### src/ddo_pkg.sv
// Package with shared constants, types and helper functions for the odometry block.
`default_nettype none
package ddo_pkg;

   localparam int COUNTER_BITS_DEF = 16;
   localparam int CORDIC_STEPS_DEF = 24;
   localparam int WRAP_LIMIT_DEF   = 30000;

   localparam logic [31:0] CORDIC_K_Q30 = 32'd652032874;

   localparam logic [1:0] CMD_UPDATE = 2'd0;
   localparam logic [1:0] CMD_SPEED  = 2'd1;
   localparam logic [1:0] CMD_RESET  = 2'd2;

   localparam logic [2:0] REG_RIGHT_GAIN  = 3'd0;
   localparam logic [2:0] REG_LEFT_GAIN   = 3'd1;
   localparam logic [2:0] REG_RIGHT_REV   = 3'd2;
   localparam logic [2:0] REG_LEFT_REV    = 3'd3;
   localparam logic [2:0] REG_TURN_GAIN   = 3'd4;
   localparam logic [2:0] REG_LOOKAHEAD   = 3'd5;
   localparam logic [2:0] REG_SPEED_SCALE = 3'd6;
   localparam logic [2:0] REG_WHEEL_RATIO = 3'd7;

   // Arctangent table in binary angle units.
   function automatic logic [31:0] atan_entry(input logic [4:0] idx);
      logic [31:0] r;
      begin
         unique case (idx)
            5'd0:  r = 32'h20000000;  5'd1:  r = 32'h12E4051E;
            5'd2:  r = 32'h09FB385B;  5'd3:  r = 32'h051111D4;
            5'd4:  r = 32'h028B0D43;  5'd5:  r = 32'h0145D7E1;
            5'd6:  r = 32'h00A2F61E;  5'd7:  r = 32'h00517C55;
            5'd8:  r = 32'h0028BE53;  5'd9:  r = 32'h00145F2F;
            5'd10: r = 32'h000A2F98;  5'd11: r = 32'h000517CC;
            5'd12: r = 32'h00028BE6;  5'd13: r = 32'h000145F3;
            5'd14: r = 32'h0000A2F9;  5'd15: r = 32'h0000517C;
            5'd16: r = 32'h000028BE;  5'd17: r = 32'h0000145F;
            5'd18: r = 32'h00000A2F;  5'd19: r = 32'h00000517;
            5'd20: r = 32'h0000028B;  5'd21: r = 32'h00000145;
            5'd22: r = 32'h000000A2;  5'd23: r = 32'h00000051;
            5'd24: r = 32'h00000028;  5'd25: r = 32'h00000014;
            5'd26: r = 32'h0000000A;  5'd27: r = 32'h00000005;
            5'd28: r = 32'h00000002;  5'd29: r = 32'h00000001;
            default: r = 32'h00000000;
         endcase
         atan_entry = r;
      end
   endfunction

   function automatic logic signed [31:0] sat32(input logic signed [63:0] v);
      begin
         if (v > 64'sd2147483647) sat32 = 32'h7FFFFFFF;
         else if (v < -64'sd2147483648) sat32 = 32'h80000000;
         else sat32 = v[31:0];
      end
   endfunction

   typedef struct packed {
      logic [31:0] right_gain;
      logic [31:0] left_gain;
      logic        right_reverse;
      logic        left_reverse;
      logic [31:0] turn_gain;
      logic [30:0] lookahead;
      logic [31:0] speed_scale;
      logic [31:0] wheel_ratio;
   } cfg_type;

   typedef struct packed {
      logic [1:0]  command;
      logic [15:0] right_count;
      logic [15:0] left_count;
   } req_type;

   typedef struct packed {
      logic signed [31:0] pos_x;
      logic signed [31:0] pos_y;
      logic [31:0]        heading;
      logic signed [31:0] target_x;
      logic signed [31:0] target_y;
      logic signed [31:0] right_travel;
      logic signed [31:0] left_travel;
      logic signed [31:0] centre_travel;
      logic signed [31:0] right_velocity;
      logic signed [31:0] left_velocity;
      logic signed [31:0] turn_rate;
      logic [31:0]        tick_count;
   } rsp_type;

endpackage
`default_nettype wire

### src/ddo_wheel_lane.sv
// Wheel lane: wrap-corrected count change scaled by the distance per count.
`default_nettype none
module ddo_wheel_lane #(
   parameter int COUNTER_BITS = ddo_pkg::COUNTER_BITS_DEF,
   parameter int WRAP_LIMIT   = ddo_pkg::WRAP_LIMIT_DEF
) (
   input  wire                    clock,
   input  wire                    load,
   input  wire [COUNTER_BITS-1:0] count,
   input  wire [COUNTER_BITS-1:0] prev,
   input  wire                    reverse,
   input  wire [31:0]             gain,
   output logic signed [31:0]     distance
);
   import ddo_pkg::*;

   localparam int DW = COUNTER_BITS + 18;
   localparam logic signed [DW-1:0] LIMIT = DW'(WRAP_LIMIT);
   localparam logic signed [DW-1:0] SPAN = DW'(1) << COUNTER_BITS;

   logic signed [DW-1:0] d, dw;
   logic [COUNTER_BITS:0] mag;
   logic neg_ff, neg_in;
   logic [COUNTER_BITS+16:0] hi_ff, lo_ff, hi_in, lo_in;
   logic [63:0] r;

   always_comb begin
      d = $signed(DW'(count)) - $signed(DW'(prev));
      if (reverse) d = -d;
      // The two wrap steps run in turn, so a change a little above the limit
      // is folded down and then back up again.
      dw = d;
      if (dw > LIMIT) dw = dw - SPAN;
      if (dw < -LIMIT) dw = dw + SPAN;
      neg_in = dw[DW-1];
      mag = (COUNTER_BITS+1)'(neg_in ? -dw : dw);
      hi_in = (COUNTER_BITS+17)'(mag) * (COUNTER_BITS+17)'(gain[31:16]);
      lo_in = (COUNTER_BITS+17)'(mag) * (COUNTER_BITS+17)'(gain[15:0]);
      r = (64'(hi_ff) << 8) + (64'(lo_ff) >> 8);
      distance = neg_ff ? sat32(-$signed(r)) : sat32($signed(r));
   end

   always_ff @(posedge clock) begin
      if (load) begin
         neg_ff <= neg_in;
         hi_ff <= hi_in;
         lo_ff <= lo_in;
      end
   end
endmodule
`default_nettype wire

### config.mk
export PLATFORM = sky130hd
export DESIGN_NAME = ddo_wheel_lane
export DESIGN_NICKNAME = d
export VERILOG_FILES = /design/src/ddo_pkg.sv /design/src/ddo_wheel_lane.sv
export SDC_FILE = /design/constraint.sdc
export NUM_CORES = 1
export LEC_CHECK = 0
export ABC_CLOCK_PERIOD_IN_PS = 28700
export BUFFER_PORTS_ARGS = -buffer_cell sky130_fd_sc_hd__buf_2
export CORE_MARGIN = 4
export CORE_UTILIZATION = 60
export DETAILED_ROUTE_END_ITERATION = 8
export PLACE_DENSITY_LB_ADDON = 0.08
export SYNTH_ARGS = -nofsm -noshare
export SYNTH_HDL_FRONTEND = slang
export SYNTH_SLANG_ARGS = --single-unit
### constraint.sdc
create_clock -name clock -period 28.7 [get_ports clock]
set_clock_uncertainty 0.1 [all_clocks]
set_input_delay 2.87 -clock clock [delete_from_list [all_inputs] [get_ports clock]]
set_output_delay 2.87 -clock clock [all_outputs]
set_load 0.005 [all_outputs]
==> key figures, run 1 <==
Status
  • Status: finished, final reports clean

Yosys
  • Post-Syn Area per Cell: 8.674 µm²
  • Commonest cells in the netlist: inv_1, fa_1, nand2_1
  • Cell accounting for the most synthesized area: fa_1
  • Dominant synthesized flop cell: edfxtp_1
  • Yosys Warn Count: 0
  • Synth Cell Area: 0.02338 mm²
  • EDFF count, synth: 59
  • Flop and latch count out of synthesis: 59
  • Net Count, Synth: 3425
  • Synth area leaders: fa_1, ha_1, inv_1, edfxtp_1, and2_1
  • Top-count cell post-synth: inv_1
  • Area share of the largest cell type after synthesis: 0.3571
  • Mapped Cells: 2695
  • Post-synthesis sequential area ratio: 0.07579
  • Yosys cell types: 79
  • Ys async rst share: 0

Job
  • Max Cap Violations: 0

Critical path
  • CP Class: in2reg
  • Worst path required time: 28670 ps
  • Critical path arrival: 15300 ps
  • Crit path from: count[0]
  • Slowest CP cell: xnor2_2
  • Most used cell, CP: fa_1
  • Critical Path Sink: lo_ff[29]$_DFFE_PP_
  • Worst-path maximum fanout: 18
  • Startpoint types: input port
  • Worst Setup End Kind: flop
  • Worst path max stage delay: 800 ps

Floorplan
  • Die area: 0.04219 mm²
  • # rows: 72
  • Die width: 205.4 µm
  • Core area: 0.03856 mm²
  • DIE HEIGHT: 205.4 µm
  • Starting Density: 0.6063
  • Ports: 99

STA
  • RSZ-0062 raised after global routing: false
  • Fin. Hold Viols: 0
  • Setup violators final: 0
  • Post-route clock period utilization: 0.5342
  • Tmin final: 15330 ps
  • Fmax: 65.23 MHz
  • Pins Over Slew Limit: 0
  • Setup_tns: 0 ps
  • Worst-margin pin slew: 1108 ps
  • Slew HR: 0.2611

Global routing
  • Met2 usage: 0.4589
  • Met1 GRT Util: 0.4020
  • Pin count of the biggest net entering global routing: 60
  • Tot GR Track Use: 0.2823
  • Grt total ovfl: 0
  • Initial antenna violation count: 0
  • First-pass GRT wire length: 95570 µm
  • Met3 usage in global routing: 0.04161
  • GRT busiest layer: met2
  • Number of global-route vias before repair: 18831

Layout
  • Layout cells sized above 1: 0.06409
  • Area grow syn2layout: 5.492%
  • Fillcell total: 3371
  • Final net count: 3440
  • # diodes: 0

CTS
  • Setup Fix Bufs, Post-CTS: 0
  • CTS sink cnt: 59
  • Root buffer cell: clkbuf_16
  • CTS max path bufs: 2
  • PostCTS Resize Cnt: 0
  • Hold-fix buffers at CTS: 0
  • Clock buffer count from CTS: 9
  • H-tree depth: 3
  • Clk pin slew, worst setup/hold paths: 60 ps
  • CTS tree: done

Detailed routing
  • Post-route ant nets: 0
  • Via count: 18177
  • Pre-antenna DRT Iters: 5
  • Final WL: 57690 µm
  • DRT iter0 DRCs: 1249
  • WL/cell: 17.84 µm
  • DR DRC count: 0
  • Vias per inst: 5.622

Placement
  • Gp weighted congestion: 0.8446
  • HPWL Detailed: 45820 µm
  • I/O Buffers: 98

Hold path
  • Worst min path class: in2reg
==> cell families (layout without fill, tap and decap cells) <==
| logic type | Yosys count | count (layout) | share of synthesized area |
|---|---|---|---|
| XOR/XNOR | 123 | 123 | 0.04608 |
| AO/OA/AOI/OAI | 308 | 308 | 0.09029 |
| AND/OR/NAND/NOR | 877 | 877 | 0.1890 |
| multiplexers | 10 | 10 | 0.004549 |
| adder cells (fa/ha/maj) | 663 | 663 | 0.4888 |
| flip-flops | 59 | 59 | 0.07579 |
| buffers and inverters | 655 | 675 | 0.1055 |
==> placed cells by master (no fill, tap or decap), types with 7 or more instances in the layout <==
cell	netlist	routed
xnor2_1	89	77
inv_1	539	539
nand2b_1	20	20
o211ai_1	15	15
and3_1	11	11
buf_2	3	98
a31oi_1	14	14
o21a_1	22	22
a21oi_1	89	88
edfxtp_1	59	59
nand3b_1	13	13
nand3_1	34	34
o21ai_0	37	36
fa_1	417	417
or3_1	15	15
ha_1	246	246
a311oi_1	11	11
xor2_1	34	31
nand4_1	7	7
and2_1	246	246
nand2_1	333	333
a211oi_1	9	9
clkbuf_16	0	9
nor2_1	93	93
nor3_1	34	34
o21bai_1	19	19
buf_4	1	21
nor2b_1	34	34
a21o_1	23	23
xnor2_2	0	12
o31ai_1	10	10
==> per-layer routing <==
| metal | share of wire | wire length, µm | up-vias |
|---|---|---|---|
| met4 | 0.022 | 1284 | 0 |
| met5 | 0 | 0 | - |
| met3 | 0.069 | 3994 | 78 |
| met2 | 0.46 | 26790 | 631 |
| li1 | - | - | 8436 |
| met1 | 0.44 | 25620 | 9032 |
==> state kept, by name (all words and copies together) (netlist names) <==
signal	count
hi_ff	33
neg_ff	1
lo_ff	25
==> area by class of cell <==
| type | count | area [µm²] | share of cell area |
|---|---|---|---|
| multi-input combinational | 1981 | 19260 | 0.7808 |
| clock buffer | 11 | 232.7 | 0.009437 |
| tap | 518 | 648.1 | 0.02628 |
| timing repair buffer | 119 | 648.1 | 0.02628 |
| sequential | 59 | 1772 | 0.07184 |
| inverter | 540 | 2027 | 0.08219 |
| clock inverter | 5 | 77.57 | 0.003146 |
==> critical path, delay by kind of cell <==
family	cells	cell delay, ps
buffers and inverters	7	740
XOR/XNOR	3	1150
AO/OA/AOI/OAI	17	3450
adder cells (fa/ha/maj)	11	4600
AND/OR/NAND/NOR	13	2460
==> stage by stage <==
step	cell area, µm²	std cells	utilization	hold WS, ps	setup WS [ps]
after floorplan	23380	2695	-	2883	14550
after global placement	24350	3217	0.6316	3342	13530
after detailed placement	24350	3217	0.6316	3346	13210
after CTS	24660	3233	0.6396	3041	13510
after global routing	24660	3233	0.6396	3055	12590
final	24660	3233	0.6396	3041	13370
==> worst min path at each step <==
| stage | cells past startpoint | start | to | slack (ps) |
|---|---|---|---|---|
| global placement | 3 | lo_ff[8]$_DFFE_PP_ | distance[0] | 3340 |
| finish | 2 | gain[16] | hi_ff[0]$_DFFE_PP_ | 3040 |
| detailed placement | 2 | lo_ff[12]$_DFFE_PP_ | distance[4] | 3350 |
| CTS | 2 | gain[16] | hi_ff[0]$_DFFE_PP_ | 3040 |
| floorplan | 0 | load | hi_ff[0]$_DFFE_PP_ | 2880 |
| global route | 2 | gain[16] | hi_ff[0]$_DFFE_PP_ | 3050 |
Power of run 1 is not shown: default switching activity piles up to over one toggle a cycle in this logic, so the estimate is an artifact.
==> run 2, diff against run 1 <==
--- a/config.mk
+++ b/config.mk
@@ -5,7 +5,7 @@
 export SDC_FILE = /design/constraint.sdc
 export NUM_CORES = 1
 export LEC_CHECK = 0
-export ABC_CLOCK_PERIOD_IN_PS = 28700
+export ABC_CLOCK_PERIOD_IN_PS = 12470
 export BUFFER_PORTS_ARGS = -buffer_cell sky130_fd_sc_hd__buf_2
 export CORE_MARGIN = 4
 export CORE_UTILIZATION = 60
==> constraint.sdc (replaced) <==
create_clock -name clock -period 12.47 [get_ports clock]
set_clock_uncertainty 0.1 [all_clocks]
set_input_delay 1.247 -clock clock [delete_from_list [all_inputs] [get_ports clock]]
set_output_delay 1.247 -clock clock [all_outputs]
set_load 0.005 [all_outputs]
==> run 2 against run 1 <==
Against the previous run:
- routed wire length rose by 2.8%
- largest cell class unchanged
- non-clock buffer count rose by 94
- cell count rose by 2.9%
- sequential share of layout area fell by 0.32 points
==> key figures, run 2 (same netlist as run 1, synthesis figures left out) <==
Status
  • Status: finished, final reports clean

Hold path
  • Hold-critical path depth: 2 (unchanged)
  • WHS Endpoint: hi_ff[0]$_DFFE_PP_
  • Worst min path class: in2reg
  • Hold Startpoint: gain[16]

Critical path
  • CP Class: in2reg
  • Startpoint types: input port
  • Worst path max stage delay: 560 ps (-240 ps)
  • Worst path required time: 12430 ps (-16240 ps)
  • Most used cell, CP: fa_1
  • Worst-path maximum fanout: 20 (+2)
  • Critical path arrival: 11950 ps (-3350 ps)
  • CP bufs+invs: 10 (+3)
  • Delay-heaviest family, CP: adder cells
  • Slowest CP cell: or4b_4
  • Worst Setup End Kind: flop

Global routing
  • Initial antenna violation count: 1 (+1)
  • Number of global-route vias before repair: 19523 (+3.7%)
  • Grt total ovfl: 0 (unchanged)
  • Tot GR Track Use: 0.2866 (+0.004295)
  • Pin count of the biggest net entering global routing: 60 (unchanged)
  • First-pass GRT wire length: 97600 µm (+2.1%)

Floorplan
  • Die width: 205.4 µm (unchanged)
  • Starting Density: 0.6063 (unchanged)
  • DIE HEIGHT: 205.4 µm (unchanged)
  • Ports: 99 (unchanged)
  • Core area: 0.03856 mm² (unchanged)
  • Die area: 0.04219 mm² (unchanged)
  • # rows: 72 (unchanged)

CTS
  • CTS max path bufs: 2 (unchanged)
  • Clk pin slew, worst setup/hold paths: 50 ps (about the same)
  • Clock buffer count from CTS: 9 (unchanged)
  • CTS sink cnt: 59 (unchanged)
  • H-tree depth: 3 (unchanged)
  • CTS tree: done
  • Root buffer cell: clkbuf_16

Detailed routing
  • Via count: 18690 (+2.8%)
  • WL/cell: 17.83 µm (about the same)
  • DR DRC count: 0 (unchanged)
  • DRT iter0 DRCs: 1361 (+9.0%)
  • Post-route ant nets: 0 (unchanged)
  • Vias per inst: 5.616 (-0.11%)
  • Final WL: 59320 µm (+2.8%)
  • Pre-antenna DRT Iters: 5 (unchanged)

Layout
  • Fillcell total: 3204 (-5.0%)
  • Most frequent cells in the layout: inv_1, fa_1, nand2_1, ha_1, and2_1
  • Top Registers: hi_ff x33, lo_ff x25, neg_ff x1
  • Commonest non-fill, non-tap cell in the layout: inv_1
  • Largest register FFs: 33 (unchanged)
  • Layout cells sized above 1: 0.1068 (+0.04271)
  • Area grow syn2layout: 10.35%
  • Largest Register: hi_ff
  • Final net count: 3534 (+2.7%)

STA
  • Worst-margin pin slew: 1046 ps (-62.58 ps)
  • Slew HR: 0.3028 (+0.04172)
  • Fin. Hold Viols: 0 (unchanged)
  • Pins Over Slew Limit: 0 (unchanged)
  • Setup violators final: 0 (unchanged)
  • Worst Slack Setup Final: 476.3 ps (-12890 ps)
  • Post-route clock period utilization: 0.9618
  • Fmax: 83.38 MHz
  • Tmin final: 11990 ps

Placement
  • I/O Buffers: 98 (unchanged)
  • Gp weighted congestion: 0.9096 (+7.7%)
  • HPWL Detailed: 48300 µm (+5.4%)
  • Worst slack at placement: -308.3 ps (-13520 ps)

Job
  • Max Cap Violations: 0 (unchanged)
-- run 2: cell count changes in the layout (fill, tap and decap cells not counted), moves of 4 or more --
cell	previous run	this run
buf_12	0	7
buf_6	0	4
xnor2_4	0	5
nor2_1	93	88
buf_4	21	101
a21oi_1	88	82
xnor2_2	12	7
-- run 2: how the worst max path moves through the flow --
stage	endpoint	start	cells after the start	slack, ps
4_1_cts	hi_ff[32]$_DFFE_PP_	count[0]	48	8
6_report	hi_ff[32]$_DFFE_PP_	count[0]	49	480
3_3_place_gp	hi_ff[32]$_DFFE_PP_	count[0]	48	70
5_1_grt	hi_ff[32]$_DFFE_PP_	count[0]	52	-150
3_5_place_dp	hi_ff[32]$_DFFE_PP_	count[0]	48	-310
2_1_floorplan	lo_ff[31]$_DFFE_PP_	count[0]	55	30
-- run 2: repair_timing --
action | in CTS | in global routing
endpoints found under the setup margin | 0 | 28
buffers inserted | 0 | 14
hold buffers | 0 | 0
resized for setup | 0 | 64
-- run 2: layout make-up --
class | instances | area, µm² | share of cell area
antenna | 1 | 2.502 | 0.00009700
clock buffer | 10 | 229.0 | 0.008876
clock inverter | 6 | 56.30 | 0.002183
inverter | 540 | 2027 | 0.07857
multi-input combinational | 1981 | 19560 | 0.7584
sequential | 59 | 1772 | 0.06868
tap | 518 | 648.1 | 0.02512
timing repair buffer | 213 | 1499 | 0.05810
-- run 2: per-stage QoR --
stage / hold WS (ps) / setup TNS (ps) / instances / util / instance area [µm²]
detailed placement: 1726 / -1235 / 3295 / 0.6487 / 25010
global route: 1427 / -212.6 / 3328 / 0.6691 / 25800
floorplan: 1260 / 0 / 2695 / - / 23380
global placement: 1712 / 0 / 3295 / 0.6487 / 25010
finish: 1413 / 0 / 3328 / 0.6691 / 25800
CTS: 1397 / 0 / 3311 / 0.6561 / 25300
-- run 2: metal layers --
metal / global-route usage / wire length, µm / part of all wire / up-vias
li1: - / - / - / 8625
met1: 0.4019 / 25290 / 0.43 / 9189
met2: 0.4581 / 27120 / 0.46 / 755
met3: 0.06273 / 5507 / 0.093 / 121
met4: 0.07057 / 1413 / 0.024 / 0
met5: 0.005952 / 0 / 0 / -
Power of run 2 is left out for the same reason.
==> run 3, diff against run 2 <==
--- a/config.mk
+++ b/config.mk
@@ -5,7 +5,7 @@
 export SDC_FILE = /design/constraint.sdc
 export NUM_CORES = 1
 export LEC_CHECK = 0
-export ABC_CLOCK_PERIOD_IN_PS = 12470
+export ABC_CLOCK_PERIOD_IN_PS = 14500
 export BUFFER_PORTS_ARGS = -buffer_cell sky130_fd_sc_hd__buf_2
 export CORE_MARGIN = 4
 export CORE_UTILIZATION = 60
==> constraint.sdc (replaced) <==
create_clock -name clock -period 14.5 [get_ports clock]
set_clock_uncertainty 0.1 [all_clocks]
set_input_delay 1.45 -clock clock [delete_from_list [all_inputs] [get_ports clock]]
set_output_delay 1.45 -clock clock [all_outputs]
set_load 0.005 [all_outputs]
==> run 3 against run 2 <==
Against the previous run:
- the run now ends with design-rule violations left
- die area unchanged
- largest cell class unchanged
- via count down 2.3%
- utilization is 2.7 points lower
- first-iteration DRC count grew 0.66%
- highest routed layer unchanged
- routed wire length decreased by 0.33%
- cell count down 2.5%
- global-route usage increased by 0.36 points
- flip-flop and latch count did not move
- final area is 4.0% lower
- sequential share of layout area grew 0.28 points
==> key figures, run 3 (same netlist as run 1, synthesis figures left out) <==
Floorplan
  • Core area: 0.03856 mm² (unchanged)
  • Die width: 205.4 µm (unchanged)
  • DIE HEIGHT: 205.4 µm (unchanged)
  • Starting Density: 0.6063 (unchanged)
  • Die area: 0.04219 mm² (unchanged)
  • # rows: 72 (unchanged)
  • Ports: 99 (unchanged)

Layout
  • Final net count: 3449 (-2.4%)
  • Largest register FFs: 33 (unchanged)
  • Most frequent cells in the layout: inv_1, fa_1, nand2_1, and2_1, ha_1
  • Largest Register: hi_ff
  • Layout cells sized above 1: 0.06828 (-0.03852)
  • Fillcell total: 3368 (+5.1%)
  • Top Registers: hi_ff x33, lo_ff x25, neg_ff x1
  • Commonest non-fill, non-tap cell in the layout: inv_1
  • Layout Cells excl Fill: 3244 (-2.5%)
  • Area grow syn2layout: 5.963%

CTS
  • Clk pin slew, worst setup/hold paths: 60 ps (about the same)
  • CTS tree: done
  • CTS max path bufs: 2 (unchanged)
  • Root buffer cell: clkbuf_16
  • Clock buffer count from CTS: 9 (unchanged)
  • Hold-fix buffers at CTS: 0 (unchanged)
  • H-tree depth: 3 (unchanged)
  • CTS sink cnt: 59 (unchanged)
  • Setup Fix Bufs, Post-CTS: 0 (unchanged)

Detailed routing
  • DR WL met2: 26630 µm (-1.8%)
  • Highest metal used: met4
  • Pre-antenna DRT Iters: 7 (+2)
  • Vias per inst: 5.630 (+0.26%)
  • DR DRC count: 2 (+2)
  • DRT iter0 DRCs: 1370 (+0.66%)
  • WL met1: 25680 µm (+1.6%)
  • WL/cell: 18.23 µm (+2.3%)
  • Wire length on met3: 5403 µm (-1.9%)
  • Post-route ant nets: 0 (unchanged)
  • Via count: 18265 (-2.3%)
  • Final WL: 59130 µm (-0.33%)

Global routing
  • Tot GR Track Use: 0.2902 (+0.003649)
  • Initial antenna violation count: 2 (+1)
  • Pin count of the biggest net entering global routing: 60 (unchanged)
  • Number of global-route vias before repair: 19088 (-2.2%)
  • Grt total ovfl: 0 (unchanged)
  • First-pass GRT wire length: 97610 µm (about the same)

Critical path
  • Slowest CP cell: or4b_1
  • Most used cell, CP: ha_1
  • Worst Setup End Kind: flop
  • CP Class: in2reg
  • Worst path required time: 14470 ps (+2040 ps)
  • Worst-path maximum fanout: 21 (+5.0%)
  • Critical path arrival: 13580 ps (+1630 ps)
  • Crit path from: count[0]
  • Startpoint types: input port
  • Worst path max stage delay: 650 ps (+90 ps)
  • Critical Path Sink: hi_ff[31]$_DFFE_PP_

STA
  • Fin. Hold Viols: 0 (unchanged)
  • RSZ-0062 raised after global routing: false
  • Pins Over Slew Limit: 0 (unchanged)
  • Setup violators final: 0 (unchanged)
  • Setup_tns: 0 ps (unchanged)
  • Worst Slack Setup Final: 890.6 ps (+414.3 ps)
  • Slew HR: 0.2973 (-0.005466)
  • Post-route clock period utilization: 0.9386
  • Worst-margin pin slew: 1054 ps (+8.199 ps)
  • Tmin final: 13610 ps
  • Final hold slack: 1622 ps (+208.6 ps)
  • Fmax: 73.48 MHz

Placement
  • HPWL Detailed: 47650 µm (-1.3%)
  • Placed insts: 3226 (-2.1%)
  • I/O Buffers: 98 (unchanged)
  • Worst slack at placement: 511.9 ps (+820.2 ps)
  • Gp weighted congestion: 0.9381 (+3.1%)

Hold path
  • Worst min path class: in2reg

Status
  • Failing checks: design-rule violations
  • Status: finished, violations left

Job
  • Max Cap Violations: 0 (unchanged)
==> run 3: worst min-delay path by stage <==
stage                         from                  to  depth (start not counted)  slack, ps
2_1_floorplan                 load  hi_ff[0]$_DFFE_PP_                          0       1460
3_3_place_gp   lo_ff[12]$_DFFE_PP_         distance[4]                          2       1920
3_5_place_dp   lo_ff[12]$_DFFE_PP_         distance[4]                          2       1930
4_1_cts                   gain[16]  hi_ff[0]$_DFFE_PP_                          2       1610
5_1_grt                   gain[16]  hi_ff[0]$_DFFE_PP_                          2       1620
6_report                  gain[16]  hi_ff[0]$_DFFE_PP_                          2       1620
==> run 3: what timing repair did <==
item	CTS	global route
setup endpoints to repair	0	1
endpoints found under the hold margin	0	0
resized for setup	0	2
==> run 3: worst max-delay path, delay by kind of cell <==
family / cells / cell delay [ps]
buffers and inverters: 8 / 820
adders and majority gates: 11 / 3880
AOI/OAI and AO/OA: 23 / 4620
and+or+nand+nor: 9 / 2130
xor gates and xnor gates: 3 / 660
==> run 3: layout make-up <==
cell class	count	area, µm²	area share
clock inverter	7	100.1	0.004041
antenna	2	5.005	0.0002020
clock buffer	9	225.2	0.009092
inverter	540	2027	0.08183
timing repair buffer	128	715.7	0.02889
tap	518	648.1	0.02616
multi-input combinational	1981	19280	0.7783
sequential	59	1772	0.07152
==> run 3: routing by layer <==
metal / vias up / GRT usage
met3: 102 / 0.06919
met5: - / 0
met2: 722 / 0.4556
li1: 8456 / -
met4: 0 / 0.07440
met1: 8985 / 0.4102
==> run 3: per-stage QoR <==
step                      utilization  cell area [µm²]
after detailed placement       0.6333            24420
after global routing           0.6425            24770
final                          0.6425            24770
after CTS                      0.6417            24740
after global placement         0.6333            24420
after floorplan                     -            23380
Power of run 3 is left out for the same reason.
